**config.mk**
```make
export PLATFORM = sky130hd
export DESIGN_NAME = dtfs_ctrl_flat
export DESIGN_NICKNAME = d
export VERILOG_FILES = /design/src/dtfs_pkg.sv /design/src/dtfs_ifs.sv /design/src/dtfs_ctrl.sv /design/src/flat_wrapper.sv
export SDC_FILE = /design/constraint.sdc
export NUM_CORES = 1
export LEC_CHECK = 0
export CAP_MARGIN = 10
export CORE_MARGIN = 2
export CORE_UTILIZATION = 40
export DETAILED_ROUTE_END_ITERATION = 12
export DONT_BUFFER_PORTS = 1
export SLEW_MARGIN = 20
export SYNTH_ARGS = -nofsm -noshare
export SYNTH_HDL_FRONTEND = slang
export SYNTH_SLANG_ARGS = --single-unit
```
**constraint.sdc**
```tcl
create_clock -name clk_i -period 3.9 [get_ports clk_i]
set_input_delay 0.195 -clock clk_i [delete_from_list [all_inputs] [get_ports clk_i]]
set_output_delay 0.195 -clock clk_i [all_outputs]
set_load 0.01 [all_outputs]
```
**src/dtfs_pkg.sv**
```systemverilog
// Package for the depth-tested frame store.
// Holds field widths, operation and register codes, transaction types and the FSM state type.
// Depends on nothing.
package dtfs_pkg;

  // Fixed field widths
  localparam int unsigned COLOUR_W  = 16;
  localparam int unsigned DEPTH_W   = 24;
  localparam int unsigned COORD_W   = 8;
  localparam int unsigned SIZE_W    = 9;
  localparam int unsigned FUNC_W    = 2;
  localparam int unsigned CFG_IDX_W = 1;

  // One stored word: red, green, blue, depth (depth in the low bits)
  localparam int unsigned WORD_W = 3 * COLOUR_W + DEPTH_W;

  // Depth value that stands for 1.0
  localparam logic [DEPTH_W-1:0] DEPTH_ONE = {DEPTH_W{1'b1}};

  // Default store geometry
  localparam int unsigned DEF_MAX_WIDTH  = 256;
  localparam int unsigned DEF_MAX_HEIGHT = 256;

  // Size register reset value
  localparam logic [SIZE_W-1:0] SIZE_RESET = SIZE_W'(256);

  // Operation codes
  localparam logic [FUNC_W-1:0] FUNC_WRITE = 2'd0;
  localparam logic [FUNC_W-1:0] FUNC_CLEAR = 2'd1;
  localparam logic [FUNC_W-1:0] FUNC_READ  = 2'd2;

  // Configuration register indexes
  localparam logic [CFG_IDX_W-1:0] CFG_WIDTH  = 1'b0;
  localparam logic [CFG_IDX_W-1:0] CFG_HEIGHT = 1'b1;

  typedef struct packed {
    logic [FUNC_W-1:0]   func;
    logic [COORD_W-1:0]  x;
    logic [COORD_W-1:0]  y;
    logic [COLOUR_W-1:0] red;
    logic [COLOUR_W-1:0] green;
    logic [COLOUR_W-1:0] blue;
    logic [DEPTH_W-1:0]  depth;
    logic [COLOUR_W-1:0] clear_value;
  } dtfs_item_t;

  typedef struct packed {
    logic                accepted;
    logic                out_of_range;
    logic [COLOUR_W-1:0] read_red;
    logic [COLOUR_W-1:0] read_green;
    logic [COLOUR_W-1:0] read_blue;
    logic [DEPTH_W-1:0]  read_depth;
  } dtfs_result_t;

  // Memory port control between sequencer and store
  typedef struct packed {
    logic rd_en;
    logic wr_en;
  } dtfs_mem_ctl_t;

  typedef enum logic [1:0] {
    ST_IDLE,
    ST_LOOK,
    ST_CLEAR
  } dtfs_state_e;

endpackage

```
**src/dtfs_ifs.sv**
```systemverilog
// Channel interfaces of the depth-tested frame store: item input, result output, configuration.
// Depends on dtfs_pkg.
interface dtfs_in_if import dtfs_pkg::*; ();
  logic       valid;
  logic       ready;
  dtfs_item_t data;
  modport source (output valid, output data, input ready);
  modport sink (input valid, input data, output ready);
endinterface

interface dtfs_out_if import dtfs_pkg::*; ();
  logic         valid;
  logic         ready;
  dtfs_result_t data;
  modport source (output valid, output data, input ready);
  modport sink (input valid, input data, output ready);
endinterface


```
**src/dtfs_ctrl.sv**
```systemverilog
// Sequencer of the depth-tested frame store: takes items, runs the read-compare-write,
// sweeps the store on clear and holds the result register. Depends on dtfs_pkg, dtfs_ifs.
module dtfs_ctrl import dtfs_pkg::*; #(
  parameter int unsigned MAX_WIDTH  = DEF_MAX_WIDTH,
  parameter int unsigned MAX_HEIGHT = DEF_MAX_HEIGHT,
  parameter int unsigned ADDR_W     = 16
) (
  input  logic                clk_i,
  input  logic                rst_ni,
  dtfs_in_if.sink             in_ch,
  dtfs_out_if.source          res_ch,
  input  logic [SIZE_W-1:0]   width_i,
  input  logic [SIZE_W-1:0]   height_i,
  output dtfs_mem_ctl_t       mem_ctl_o,
  output logic [ADDR_W-1:0]   raddr_o,
  output logic [ADDR_W-1:0]   waddr_o,
  output logic [WORD_W-1:0]   wdata_o,
  input  logic [WORD_W-1:0]   rdata_i
);

  localparam int unsigned ENTRIES = MAX_WIDTH * MAX_HEIGHT;
  localparam logic [ADDR_W-1:0] LAST_ADDR = ADDR_W'(ENTRIES - 1);

  dtfs_state_e       state_q, state_d;
  logic [ADDR_W-1:0] cnt_q, cnt_d;
  dtfs_item_t        item_q;
  logic [ADDR_W-1:0] addr_q;
  logic              inside_q;
  logic              res_valid_q;
  dtfs_result_t      res_q;
  dtfs_result_t      res_next;

  logic              in_ready;
  logic              in_fire;
  logic              slot_free;
  logic              res_load;
  logic              inside_in;
  logic [31:0]       addr_full;
  logic [ADDR_W-1:0] addr_in;
  logic              write_pass;
  logic [DEPTH_W-1:0] stored_depth;

  assign in_fire   = in_ch.valid && in_ready;
  assign slot_free = !res_valid_q || res_ch.ready;

  // Position check and linear address of the incoming item
  assign inside_in = ({1'b0, in_ch.data.x} < width_i) && (32'(in_ch.data.x) < 32'(MAX_WIDTH))
                  && ({1'b0, in_ch.data.y} < height_i) && (32'(in_ch.data.y) < 32'(MAX_HEIGHT));
  assign addr_full = 32'(in_ch.data.y) * 32'(MAX_WIDTH) + 32'(in_ch.data.x);
  assign addr_in   = addr_full[ADDR_W-1:0];

  // Capture the transaction
  always_ff @(posedge clk_i) begin
    if (in_fire) begin
      item_q   <= in_ch.data;
      addr_q   <= addr_in;
      inside_q <= inside_in;
    end
  end

  // Depth test against the stored word
  assign stored_depth = rdata_i[DEPTH_W-1:0];
  assign write_pass   = (item_q.func == FUNC_WRITE) && inside_q
                     && !(stored_depth < item_q.depth);

  // Result of the current item
  always_comb begin
    res_next = '0;
    unique case (item_q.func)
      FUNC_WRITE: begin
        res_next.out_of_range = !inside_q;
        res_next.accepted     = write_pass;
      end
      FUNC_READ: begin
        res_next.out_of_range = !inside_q;
        if (inside_q) begin
          res_next.read_red   = rdata_i[DEPTH_W+3*COLOUR_W-1 -: COLOUR_W];
          res_next.read_green = rdata_i[DEPTH_W+2*COLOUR_W-1 -: COLOUR_W];
          res_next.read_blue  = rdata_i[DEPTH_W+COLOUR_W-1 -: COLOUR_W];
          res_next.read_depth = stored_depth;
        end
      end
      default: begin
        res_next = '0;
      end
    endcase
  end

  // State register and sweep counter
  always_ff @(posedge clk_i or negedge rst_ni) begin
    if (!rst_ni) begin
      state_q <= ST_IDLE;
      cnt_q   <= '0;
    end else begin
      state_q <= state_d;
      cnt_q   <= cnt_d;
    end
  end

  // Next state, memory control and handshake
  always_comb begin
    state_d   = state_q;
    cnt_d     = cnt_q;
    in_ready  = 1'b0;
    res_load  = 1'b0;
    mem_ctl_o = '0;
    waddr_o   = addr_q;
    wdata_o   = {item_q.red, item_q.green, item_q.blue, item_q.depth};
    unique case (state_q)
      ST_IDLE: begin
        in_ready = 1'b1;
        if (in_ch.valid) begin
          cnt_d = '0;
          if (in_ch.data.func == FUNC_CLEAR) begin
            state_d = ST_CLEAR;
          end else begin
            mem_ctl_o.rd_en = 1'b1;
            state_d         = ST_LOOK;
          end
        end
      end
      ST_LOOK: begin
        if (slot_free) begin
          res_load        = 1'b1;
          mem_ctl_o.wr_en = write_pass;
          state_d         = ST_IDLE;
        end
      end
      ST_CLEAR: begin
        mem_ctl_o.wr_en = 1'b1;
        waddr_o         = cnt_q;
        wdata_o         = {item_q.clear_value, item_q.clear_value, item_q.clear_value, DEPTH_ONE};
        cnt_d           = cnt_q + 1'b1;
        if (cnt_q == LAST_ADDR) begin
          state_d = ST_LOOK;
        end
      end
      default: begin
        state_d = ST_IDLE;
      end
    endcase
  end

  assign raddr_o     = addr_in;
  assign in_ch.ready = in_ready;

  // Result register: load on finish, drop on hand-over
  always_ff @(posedge clk_i or negedge rst_ni) begin
    if (!rst_ni) begin
      res_valid_q <= 1'b0;
    end else if (res_load) begin
      res_valid_q <= 1'b1;
    end else if (res_ch.ready) begin
      res_valid_q <= 1'b0;
    end
  end

  always_ff @(posedge clk_i) begin
    if (res_load) begin
      res_q <= res_next;
    end
  end

  assign res_ch.valid = res_valid_q;
  assign res_ch.data  = res_q;

  // Checks
  a_no_write_idle: assert property (@(posedge clk_i) disable iff (!rst_ni)
    state_q == ST_IDLE |-> !mem_ctl_o.wr_en)
    else $error("store written while idle");

  a_read_on_fire: assert property (@(posedge clk_i) disable iff (!rst_ni)
    mem_ctl_o.rd_en |-> in_fire && state_d == ST_LOOK)
    else $error("store read without a taken transaction");

  a_result_flags: assert property (@(posedge clk_i) disable iff (!rst_ni)
    res_valid_q |-> !(res_q.accepted && res_q.out_of_range))
    else $error("write both stored and out of range");

  a_sweep_step: assert property (@(posedge clk_i) disable iff (!rst_ni)
    (state_q == ST_CLEAR && cnt_q != LAST_ADDR) |=> (state_q == ST_CLEAR
      && cnt_q == $past(cnt_q) + 1'b1))
    else $error("clear sweep skipped an entry");

  a_load_free: assert property (@(posedge clk_i) disable iff (!rst_ni)
    res_load |-> slot_free)
    else $error("result register overwritten");

endmodule
```
**src/flat_wrapper.sv**
```systemverilog
// flat-port wrapper written by rule: the top's interface ports become plain ports
module dtfs_ctrl_flat import dtfs_pkg::*;
#(
  parameter int unsigned MAX_WIDTH  = DEF_MAX_WIDTH,
  parameter int unsigned MAX_HEIGHT = DEF_MAX_HEIGHT,
  parameter int unsigned ADDR_W     = 16
)
  (clk_i, rst_ni, width_i, height_i, mem_ctl_o, raddr_o, waddr_o, wdata_o, rdata_i, in_ch_valid, in_ch_data, in_ch_ready, res_ch_valid, res_ch_data, res_ch_ready);
  dtfs_in_if in_ch_i ();
  dtfs_out_if res_ch_i ();
  input  logic clk_i;
  input  logic rst_ni;
  input  logic [SIZE_W-1:0] width_i;
  input  logic [SIZE_W-1:0] height_i;
  output dtfs_mem_ctl_t mem_ctl_o;
  output logic [ADDR_W-1:0] raddr_o;
  output logic [ADDR_W-1:0] waddr_o;
  output logic [WORD_W-1:0] wdata_o;
  input  logic [WORD_W-1:0] rdata_i;
  input wire logic [$bits(in_ch_i.valid)-1:0] in_ch_valid;
  input wire logic [$bits(in_ch_i.data)-1:0] in_ch_data;
  output wire logic [$bits(in_ch_i.ready)-1:0] in_ch_ready;
  output wire logic [$bits(res_ch_i.valid)-1:0] res_ch_valid;
  output wire logic [$bits(res_ch_i.data)-1:0] res_ch_data;
  input wire logic [$bits(res_ch_i.ready)-1:0] res_ch_ready;
  assign in_ch_i.valid = in_ch_valid;
  assign in_ch_i.data = in_ch_data;
  assign in_ch_ready = in_ch_i.ready;
  assign res_ch_valid = res_ch_i.valid;
  assign res_ch_data = res_ch_i.data;
  assign res_ch_i.ready = res_ch_ready;
  dtfs_ctrl #(.MAX_WIDTH(MAX_WIDTH), .MAX_HEIGHT(MAX_HEIGHT), .ADDR_W(ADDR_W)) u_core (.clk_i(clk_i), .rst_ni(rst_ni), .in_ch(in_ch_i), .res_ch(res_ch_i), .width_i(width_i), .height_i(height_i), .mem_ctl_o(mem_ctl_o), .raddr_o(raddr_o), .waddr_o(waddr_o), .wdata_o(wdata_o), .rdata_i(rdata_i));
endmodule
```
==> summary.txt, run 1 <==
Routing
  • Wire length per cell: 21.10 um
  • Met2 WL: 12.86 mm
  • Top Layer Used: met4
  • Final WL: 23.97 mm
  • DR pass1 iterations: 5
  • Wl on met1: 8.444 mm
  • Vias per cell: 5.071
  • Met3 WL post-DR: 2.094 mm
  • DRC violations left: 0
  • Post-route ant nets: 0
  • Iteration-0 DRC Markers: 380
  • Routed vias: 5761

STA
  • Peak Freq: 361.4 MHz
  • Rel. slew slack: 34.76%
  • Final Hold Viols: 0
  • Clock skew: 16.23 ps
  • Final setup viols: 0
  • Count of pins over their slew limit: 0
  • Setup TNS: 0 ps
  • Worst Max-Slew Pin Slew: 978.6 ps
  • RSZ-0062 raised after global routing: false
  • Fin crit period: 2767 ps
  • Fin crit share: 70.95%
  • Final WS setup: 1133 ps

Clocking
  • CTS tree: done
  • Cts bufs inserted: 17
  • CTS clk-pin slew, worst paths: 70 ps
  • Post-CTS setup buffer count: 0
  • Clock sinks: 200
  • Htree depth: 4
  • Clock latency on the worst-skew pair: 430 ps
  • Post-CTS sizing: 0
  • Max clock buf depth: 2
  • Root Buffer: clkbuf_16

Critical path
  • Launching point of the worst reg2reg path: u_core.state_q[0]$_DFFE_PN0P_
  • WS Path Type: reg -> out
  • Worst-path maximum fanout: 3
  • WP data arrival: 2570 ps
  • CP Capture Type: output port
  • CP required: 3700 ps
  • CP Launch Type: flop
  • Critical Path Source: u_core.item_q[35]$_DFFE_PP_

Die
  • Starting Density: 40.84%
  • IO Pins: 382
  • Placeable Area: 21820 um^2
  • Chip width: 153.3 um
  • Std-Cell Rows: 54
  • Die Area: 23490 um^2
  • Die Ht: 153.3 um

Placement
  • HPWL after DPL: 16.78 mm
  • Pre-CTS WS: 1488 ps
  • Number of port buffers: 0
  • Placer Congestion: 0.8207

Synthesis
  • Mapped cell area: 8914 um^2
  • Synth top area share: 60.98%
  • Area leader, netlist: edfxtp_1
  • Cell with the most instances after synthesis: edfxtp_1
  • Syn_nets: 925
  • Most common library cells after synthesis: edfxtp_1 (181), inv_1 (92), and2_1 (73), o21ai_0 (56), ha_1 (41)
  • Number of synthesized flops with an enable pin: 181
  • Register area share after synthesis: 66.31%
  • Post-synthesis mux area share: 2.049%
  • Largest cells by area after synthesis: edfxtp_1 (61%), ha_1 (5.8%), dfrtp_1 (5.3%)
  • Adder-Cell Fraction of Synth Area: 5.755%
  • Syn. warnings: 0
  • Post-synthesis cell type count: 49
  • Main synth FF type: edfxtp_1
  • Mean Syn Cell Area: 13.03 um^2
  • Xor and xnor area share after synthesis: 1.277%
  • Synth Register Bits: 200
  • Fraction of registers with async set/reset: 9.500%
  • Post-Syn Instances: 684
  • Post-synthesis simple-gate area fraction: 12.37%
  • Post-synthesis compound-gate area fraction: 6.050%
  • Combinational family with the most area after synthesis: simple AND/OR/NAND/NOR gates

GRT
  • GRT overflow: 0
  • Initial antenna violation count: 0
  • Vias in the first global route: 6246
  • Largest net degree at the start of global routing: 73
  • First-pass GRT wire length: 35.52 mm
  • GRT Util Overall: 19.85%

Pwr
  • P_leak: 4.610 nW
  • Worst vdd ir: 0.3480 mV
  • Pwr/cell area: 606.9 nW/um^2

Worst hold path
  • Min-delay worst type: in -> reg
  • Hold wc startpoint: rdata_i[9]

Layout
  • Final net count: 1084
  • Layout cell share with drive strength beyond 1: 10.16%
  • Area Growth Syn to Fin: 29.17%
  • Fillers: 1811
  • Final antenna diode count: 0

Status
  • Status: finished clean

Flow run
  • Max-cap violation count: 0
-- power by group --
group          leakage [nW]  internal, mW  switching (mW)
clock network         0.317          1.05           0.875
logic                  2.31         0.496            1.07
registers              1.98          3.10           0.397
total                  4.61          4.65            2.34
-- registers in the layout, indices dropped and copies added, names as in the netlist --
| name | flops |
|---|---|
| u_core.state_q | 2 |
| u_core.item_q | 90 |
| u_core.addr_q | 16 |
| u_core.cnt_q | 16 |
| u_core.res_ch.valid | 1 |
| u_core.res_ch.data | 74 |
| u_core.inside_q | 1 |
-- area by class of cell --
| cell class | count | area (um^2) | share of cell area [%] |
|---|---|---|---|
| clock buffer | 17 | 425.4 | 3.695 |
| clock inverter | 15 | 225.2 | 1.956 |
| inverter | 92 | 347.8 | 3.021 |
| multi-input combinational | 354 | 2467 | 21.43 |
| sequential | 200 | 5911 | 51.34 |
| tap | 280 | 350.3 | 3.043 |
| timing repair buffer | 178 | 1787 | 15.52 |
-- path summary, 6_finish.rpt --
check                                                            to  slack [ps]  depth (start not counted)
min in group asynchronous               u_core.cnt_q[1]$_DFFE_PN0P_         340                          1
worst min register to register         u_core.cnt_q[10]$_DFFE_PN0P_         590                          2
max in group asynchronous              u_core.cnt_q[14]$_DFFE_PN0P_        3000                          1
worst max-delay path                                   mem_ctl_o[0]        1130                          6
worst min-delay path            u_core.res_ch.data[9]$_SDFFCE_PN0P_          30                          1
worst max register to register          u_core.item_q[50]$_DFFE_PP_        1490                          5
-- metrics by stage --
step	power (mW)	instance area, um^2	utilization (%)	instances	hold slack, ps
final	6.988	11510	52.76	1136	27.81
after CTS	7.034	11510	52.76	1136	13.57
after global routing	7.322	11510	52.76	1136	4.430
after global placement	4.904	9111	41.75	929	-99.54
after floorplan	4.558	8914	-	684	-100.6
after detailed placement	4.965	9111	41.75	929	-99.57
-- metal layers --
layer	track usage, %	up-vias
met5	0	-
met4	6.746	0
met3	6.776	29
met2	36.86	306
met1	20.85	2760
li1	-	2666
-- what timing repair did --
action,CTS,global route
hold buffers,175,0
hold endpoints to repair,194,0
setup endpoints to repair,0,0
-- cell families after synthesis --
| family | count (synthesis) |
|---|---|
| flops | 200 |
| simple gates | 190 |
| buf+inv | 130 |
| compound gates | 94 |
| fa+ha+maj | 41 |
| mux | 16 |
| xor+xnor | 13 |
-- cell usage in the layout, fill, tap and decap left out, types with 17 or more instances in the layout --
cell	Yosys	final
inv_1	92	91
ha_1	41	40
and2_1	73	72
dlygate4sd3_1	0	175
o21ai_0	56	56
or2_2	24	24
nand2_1	31	31
clkbuf_16	0	17
edfxtp_1	181	181
dfrtp_1	19	19
nor2_1	21	21
-- worst max-delay path, stage by stage (launching register included) --
cell and delay, ps:
edfxtp_1 350, inv_1 50, ha_1 310, nand4_1 270, a2111oi_0 710, nor4_2 160
o21ai_1 310
Note: power is estimated with default switching activity, not from simulation.
==> run 2: changes to the inputs <==
Clock period 3.9 ns to 2.5 ns, I/O delays scaled along.
==> summary.txt, run 2 (synthesized netlist as in run 1, its figures left out) <==
Layout
  • Non-Filler Instances: 1156 (+1.8%)
  • Seq. cell area: 5911 um^2 (unchanged)
  • Max reg flops: 90 (unchanged)
  • Most frequent cells in the layout: dlygate4sd3_1 (181), edfxtp_1 (181), inv_1 (86)
  • Fillers: 1824 (+0.72%)
  • Area Growth Syn to Fin: 31.19%
  • Area occupied by multi-input gates: 2552 um^2 (+3.4%)
  • Layout cell share with drive strength beyond 1: 12.49% (+2.3 points)
  • Largest reg by FF count: u_core.item_q
  • Final net count: 1101 (+1.6%)

Die
  • Placeable Area: 21820 um^2 (unchanged)
  • Starting Density: 40.84% (unchanged)
  • Chip width: 153.3 um (unchanged)
  • IO Pins: 382 (unchanged)
  • Die Ht: 153.3 um (unchanged)
  • Std-Cell Rows: 54 (unchanged)
  • Die Area: 23490 um^2 (unchanged)

Routing
  • Routed vias: 5825 (+1.1%)
  • DRC violations left: 0 (unchanged)
  • Iteration-0 DRC Markers: 304 (-20%)
  • Wire length per cell: 20.22 um (-4.2%)
  • Final WL: 23.38 mm (-2.5%)
  • DR pass1 iterations: 4 (-1)
  • Post-route ant nets: 0 (unchanged)
  • Vias per cell: 5.039 (-0.64%)

GRT
  • GRT overflow: 0 (unchanged)
  • Largest net degree at the start of global routing: 69 (-5.5%)
  • GRT Util Overall: 19.17% (-0.68 points)
  • Vias in the first global route: 6270 (+0.38%)
  • First-pass GRT wire length: 34.51 mm (-2.9%)
  • Initial antenna violation count: 3 (+3)

STA
  • Fin crit period: 2503 ps
  • Fin crit share: 100.1%
  • RSZ-0062 raised after global routing: true
  • Peak Freq: 399.5 MHz
  • Rel. slew slack: 38.66% (+3.9 points)
  • Worst Max-Slew Pin Slew: 917.1 ps (-61.48 ps)
  • Final WS setup: -2.909 ps (-1136 ps)
  • Clock skew: 16.89 ps (+0.6544 ps)
  • Final Hold Viols: 0 (unchanged)
  • Setup TNS: -2.909 ps (-2.909 ps)
  • Count of pins over their slew limit: 0 (unchanged)
  • Final setup viols: 1 (+1)

Clocking
  • Root Buffer: clkbuf_16
  • Htree depth: 4 (unchanged)
  • Clock sinks: 200 (unchanged)
  • Cts bufs inserted: 17 (unchanged)
  • Clock latency on the worst-skew pair: 430 ps (about the same)
  • Max clock buf depth: 2 (unchanged)
  • CTS clk-pin slew, worst paths: 80 ps (about the same)
  • CTS tree: done

Critical path
  • CP Launch Type: flop
  • WP data arrival: 2380 ps (-190 ps)
  • Highest-delay cell along the critical path: edfxtp_1
  • Critical Path Source: u_core.item_q[35]$_DFFE_PP_
  • CP Capture Type: output port
  • CP max stage delay: 380 ps (-330 ps)
  • CP required: 2380 ps (-1320 ps)
  • WS Path Type: reg -> out
  • Crit-path cells: inv_2 -> ha_4 -> nand4_1 -> buf_4 -> nor4_4 -> nand4_1 -> a21oi_2 -> nor4_4 -> o21ai_1 -> buf_4
  • Worst-path maximum fanout: 3 (unchanged)
  • Launching point of the worst reg2reg path: u_core.item_q[35]$_DFFE_PP_

Pwr
  • P_leak: 4.676 nW (+1.4%)
  • Final Power: 10.70 mW (+53%)
  • Worst vdd ir: 0.5010 mV (+44%)
  • Pwr/cell area: 914.9 nW/um^2 (+51%)

Worst hold path
  • Hold wc startpoint: in_ch_valid
  • Min-delay worst type: in -> reg

Placement
  • Placer Congestion: 0.8733 (+6.4%)
  • Dpl cells: 934 (+0.54%)
  • HPWL after DPL: 16.39 mm (-2.4%)
  • Number of port buffers: 0 (unchanged)

Status
  • Status: finished with violations
  • Failing checks: negative setup slack

Flow run
  • Max-cap violation count: 0 (unchanged)
-- run 2: worst paths after layout --
path	cells after the start	endpoint	slack, ps
max	10	mem_ctl_o[0]	-3
min	3	u_core.cnt_q[2]$_DFFE_PN0P_	30
max reg2reg	10	u_core.res_ch.data[73]$_SDFFCE_PN0P_	330
min reg2reg	1	u_core.res_ch.data[72]$_SDFFCE_PN0P_	590
max in group asynchronous	1	u_core.cnt_q[3]$_DFFE_PN0P_	1650
min in group asynchronous	1	u_core.cnt_q[0]$_DFFE_PN0P_	280
-- run 2: stage by stage --
| step | utilization [%] | hold WS [ps] | setup slack, ps | cell area [um^2] |
|---|---|---|---|---|
| after global routing | 53.56 | 37.11 | -144.6 | 11690 |
| final | 53.58 | 29.78 | -2.909 | 11690 |
| after CTS | 53.27 | 4.332 | 3.077 | 11630 |
| after detailed placement | 42.13 | -170.1 | 353.0 | 9195 |
| after global placement | 42.13 | -170.1 | 378.9 | 9195 |
| after floorplan | - | -170.6 | -135.3 | 8939 |
-- run 2: layer usage --
layer	track usage, %	wire length, um	up-vias
met4	7.804	739	0
met1	20.50	8773	2780
met2	34.59	11980	307
met5	0	0	-
li1	-	-	2703
met3	6.493	1882	35
-- run 2: repair_timing --
action,4_1_cts,5_1_grt
gates resized for setup,5,6
pin swaps,6,6
hold buffers,181,0
setup endpoints to repair,1,1
cloned,0,0
endpoints found under the hold margin,202,0
setup buffers,3,3
-- run 2: worst max-delay path: cells and delay by family, from the launching register on --
family | cells | cell delay, ps
AOI/OAI and AO/OA | 2 | 340
buffers and inverters | 3 | 370
adders and majority gates | 1 | 270
and+or+nand+nor | 4 | 590
DFF | 1 | 380
-- run 2: where the power goes --
group / total [mW] / leakage, nW / internal [mW] / switching (mW)
Clock: 2.66 / 0.280 / 1.33 / 1.34
Sequential: 5.42 / 1.99 / 4.81 / 0.605
Combinational: 2.62 / 2.41 / 0.904 / 1.72
-- run 2: area by class of cell --
class	count	share of cell area (%)
antenna	3	0.06420
sequential	200	50.55
timing repair buffer	195	16.71
clock inverter	14	1.198
multi-input combinational	354	21.83
tap	280	2.996
clock buffer	18	3.670
inverter	92	2.985
==> run 3: changes to the inputs <==
Settings changed: REMOVE_ABC_BUFFERS from default to 1.
==> summary.txt, run 3 (synthesized netlist as in run 1, its figures left out) <==
GRT
  • GRT overflow: 0 (unchanged)
  • Vias in the first global route: 6202 (-1.1%)
  • First-pass GRT wire length: 35.46 mm (+2.8%)
  • Largest net degree at the start of global routing: 90 (+30%)
  • Initial antenna violation count: 0 (-3)
  • GRT Util Overall: 19.85% (+0.68 points)

Clocking
  • Cts bufs inserted: 17 (unchanged)
  • Clock latency on the worst-skew pair: 430 ps (about the same)
  • CTS tree: done
  • Root Buffer: clkbuf_16
  • Max clock buf depth: 2 (unchanged)
  • CTS clk-pin slew, worst paths: 80 ps (about the same)
  • Htree depth: 4 (unchanged)
  • Clock sinks: 200 (unchanged)

Routing
  • Iteration-0 DRC Markers: 315 (+3.6%)
  • Wire length per cell: 20.73 um (+2.5%)
  • Met3 WL post-DR: 1.848 mm (-1.8%)
  • Routed vias: 5836 (+0.19%)
  • Top Layer Used: met4
  • DRC violations left: 0 (unchanged)
  • Met2 WL: 12.76 mm (+6.5%)
  • Post-route ant nets: 0 (unchanged)
  • Final WL: 23.86 mm (+2.1%)
  • DR pass1 iterations: 4 (unchanged)
  • Vias per cell: 5.070 (+0.62%)
  • Wl on met1: 8.675 mm (-1.1%)

Layout
  • Final net count: 1099 (-0.18%)
  • Final antenna diode count: 0 (-3)
  • Most frequent cells in the layout: dlygate4sd3_1 (183), edfxtp_1 (181), inv_1 (91)
  • Final Cell Area: 11710 um^2 (+0.11%)
  • Layout cell share with drive strength beyond 1: 11.37% (-1.1 points)
  • Area Growth Syn to Fin: 31.33%
  • Most common cell after layout, fill and taps aside: dlygate4sd3_1
  • Max reg flops: 90 (unchanged)
  • Non-Filler Instances: 1151 (-0.43%)
  • Largest reg by FF count: u_core.item_q

STA
  • Peak Freq: 410.6 MHz (+2.8%)
  • Fin crit share: 97.42% (-2.7 points)
  • Worst Max-Slew Pin Slew: 868.8 ps (-48.32 ps)
  • Fin crit period: 2436 ps (-67.37 ps)
  • Count of pins over their slew limit: 0 (unchanged)
  • Clock skew: 14.14 ps (-2.743 ps)
  • Final Hold Viols: 0 (unchanged)
  • RSZ-0062 raised after global routing: true
  • Final WS setup: 64.47 ps (+67.37 ps)
  • Rel. slew slack: 41.89% (+3.2 points)
  • Final setup viols: 0 (-1)

Pwr
  • Pwr/cell area: 917.1 nW/um^2 (+0.25%)
  • Worst vdd ir: 0.4414 mV (-12%)
  • Final Power: 10.74 mW (+0.35%)
  • P_leak: 4.673 nW (about the same)

Placement
  • Number of port buffers: 0 (unchanged)
  • Placer Congestion: 0.7633 (-13%)
  • Pre-CTS WS: 304.1 ps (-48.82 ps)
  • HPWL after DPL: 16.67 mm (+1.7%)
  • Dpl cells: 935 (+0.11%)
  • Placed inst area: 9194 um^2 (about the same)

Die
  • Std-Cell Rows: 54 (unchanged)
  • Starting Density: 40.84% (unchanged)
  • Chip width: 153.3 um (unchanged)
  • Placeable Area: 21820 um^2 (unchanged)
  • IO Pins: 382 (unchanged)
  • Die Area: 23490 um^2 (unchanged)
  • Die Ht: 153.3 um (unchanged)

Flow run
  • Max-cap violation count: 0 (unchanged)

Critical path
  • CP Capture Type: output port
  • WP data arrival: 2310 ps (-70 ps)
  • Worst-path maximum fanout: 2 (-1)
  • WS Path Type: reg -> out
  • CP required: 2380 ps (about the same)
  • CP Launch Type: flop

Worst hold path
  • Min-delay worst type: in -> reg

Status
  • Status: finished clean
-- run 3: cell count changes in the layout (fill, tap and decap cells not counted), sizes merged --
cell / before / now
dlygate4sd3: 181 / 183
inv: 97 / 100
clkbuf: 18 / 17
diode: 3 / 0
buf: 14 / 10
clkinv: 8 / 6
-- run 3: repair_timing --
item | in CTS | in global routing
pin swaps | 4 | 3
endpoints found under the hold margin | 202 | 0
gates resized for setup | 3 | 7
setup endpoints to repair | 1 | 1
hold buffers | 183 | 0
buffers inserted | 1 | 0
-- run 3: worst max-delay path, stage by stage, from the launching register on --
cell and delay [ps]:
edfxtp_1 360, inv_1 70, ha_1 300, nand4_1 200
nor4_4 290, nand4_1 150, a21oi_2 180, nor4_4 80
o21ai_1 140, buf_4 130
-- run 3: worst paths after layout --
| kind | startpoint | endpoint | slack (ps) | cells after the start |
|---|---|---|---|---|
| max | u_core.item_q[29]$_DFFE_PP_ | mem_ctl_o[0] | 60 | 9 |
| min | in_ch_valid | u_core.state_q[0]$_DFFE_PN0P_ | 90 | 3 |
| max reg2reg | u_core.item_q[29]$_DFFE_PP_ | u_core.res_ch.data[73]$_SDFFCE_PN0P_ | 370 | 9 |
| min reg2reg | u_core.cnt_q[12]$_DFFE_PN0P_ | u_core.cnt_q[12]$_DFFE_PN0P_ | 570 | 2 |
| max in group asynchronous | rst_ni | u_core.cnt_q[0]$_DFFE_PN0P_ | 1700 | 1 |
| min in group asynchronous | rst_ni | u_core.cnt_q[12]$_DFFE_PN0P_ | 250 | 1 |
-- run 3: per-layer routing --
layer  vias to the layer above  GRT usage [%]
met2                       292          37.50
met5                         -              0
met1                      2820          20.98
li1                       2696              -
met3                        28          6.153
met4                         0          6.085
-- run 3: area by class of cell --
type | count | area, um^2
fill | 1779 | 10120
inverter | 92 | 347.8
multi-input combinational | 354 | 2561
clock buffer | 17 | 425.4
sequential | 200 | 5911
timing repair buffer | 193 | 1957
clock inverter | 15 | 153.9
tap | 280 | 350.3
-- run 3: stage by stage --
step	setup TNS [ps]	util (%)	hold WS, ps
floorplan	-158940	-	-170.6
global route	-80.07	53.64	101.2
detailed placement	0	42.13	-169.5
finish	0	53.64	90.53
global placement	0	42.13	-169.5
CTS	0	53.27	65.36
-- run 3: power by group --
| part | internal (mW) | switching [mW] |
|---|---|---|
| Combinational | 0.895 | 1.72 |
| Sequential | 4.81 | 0.595 |
| Clock | 1.34 | 1.38 |
| Total | 7.04 | 3.69 |
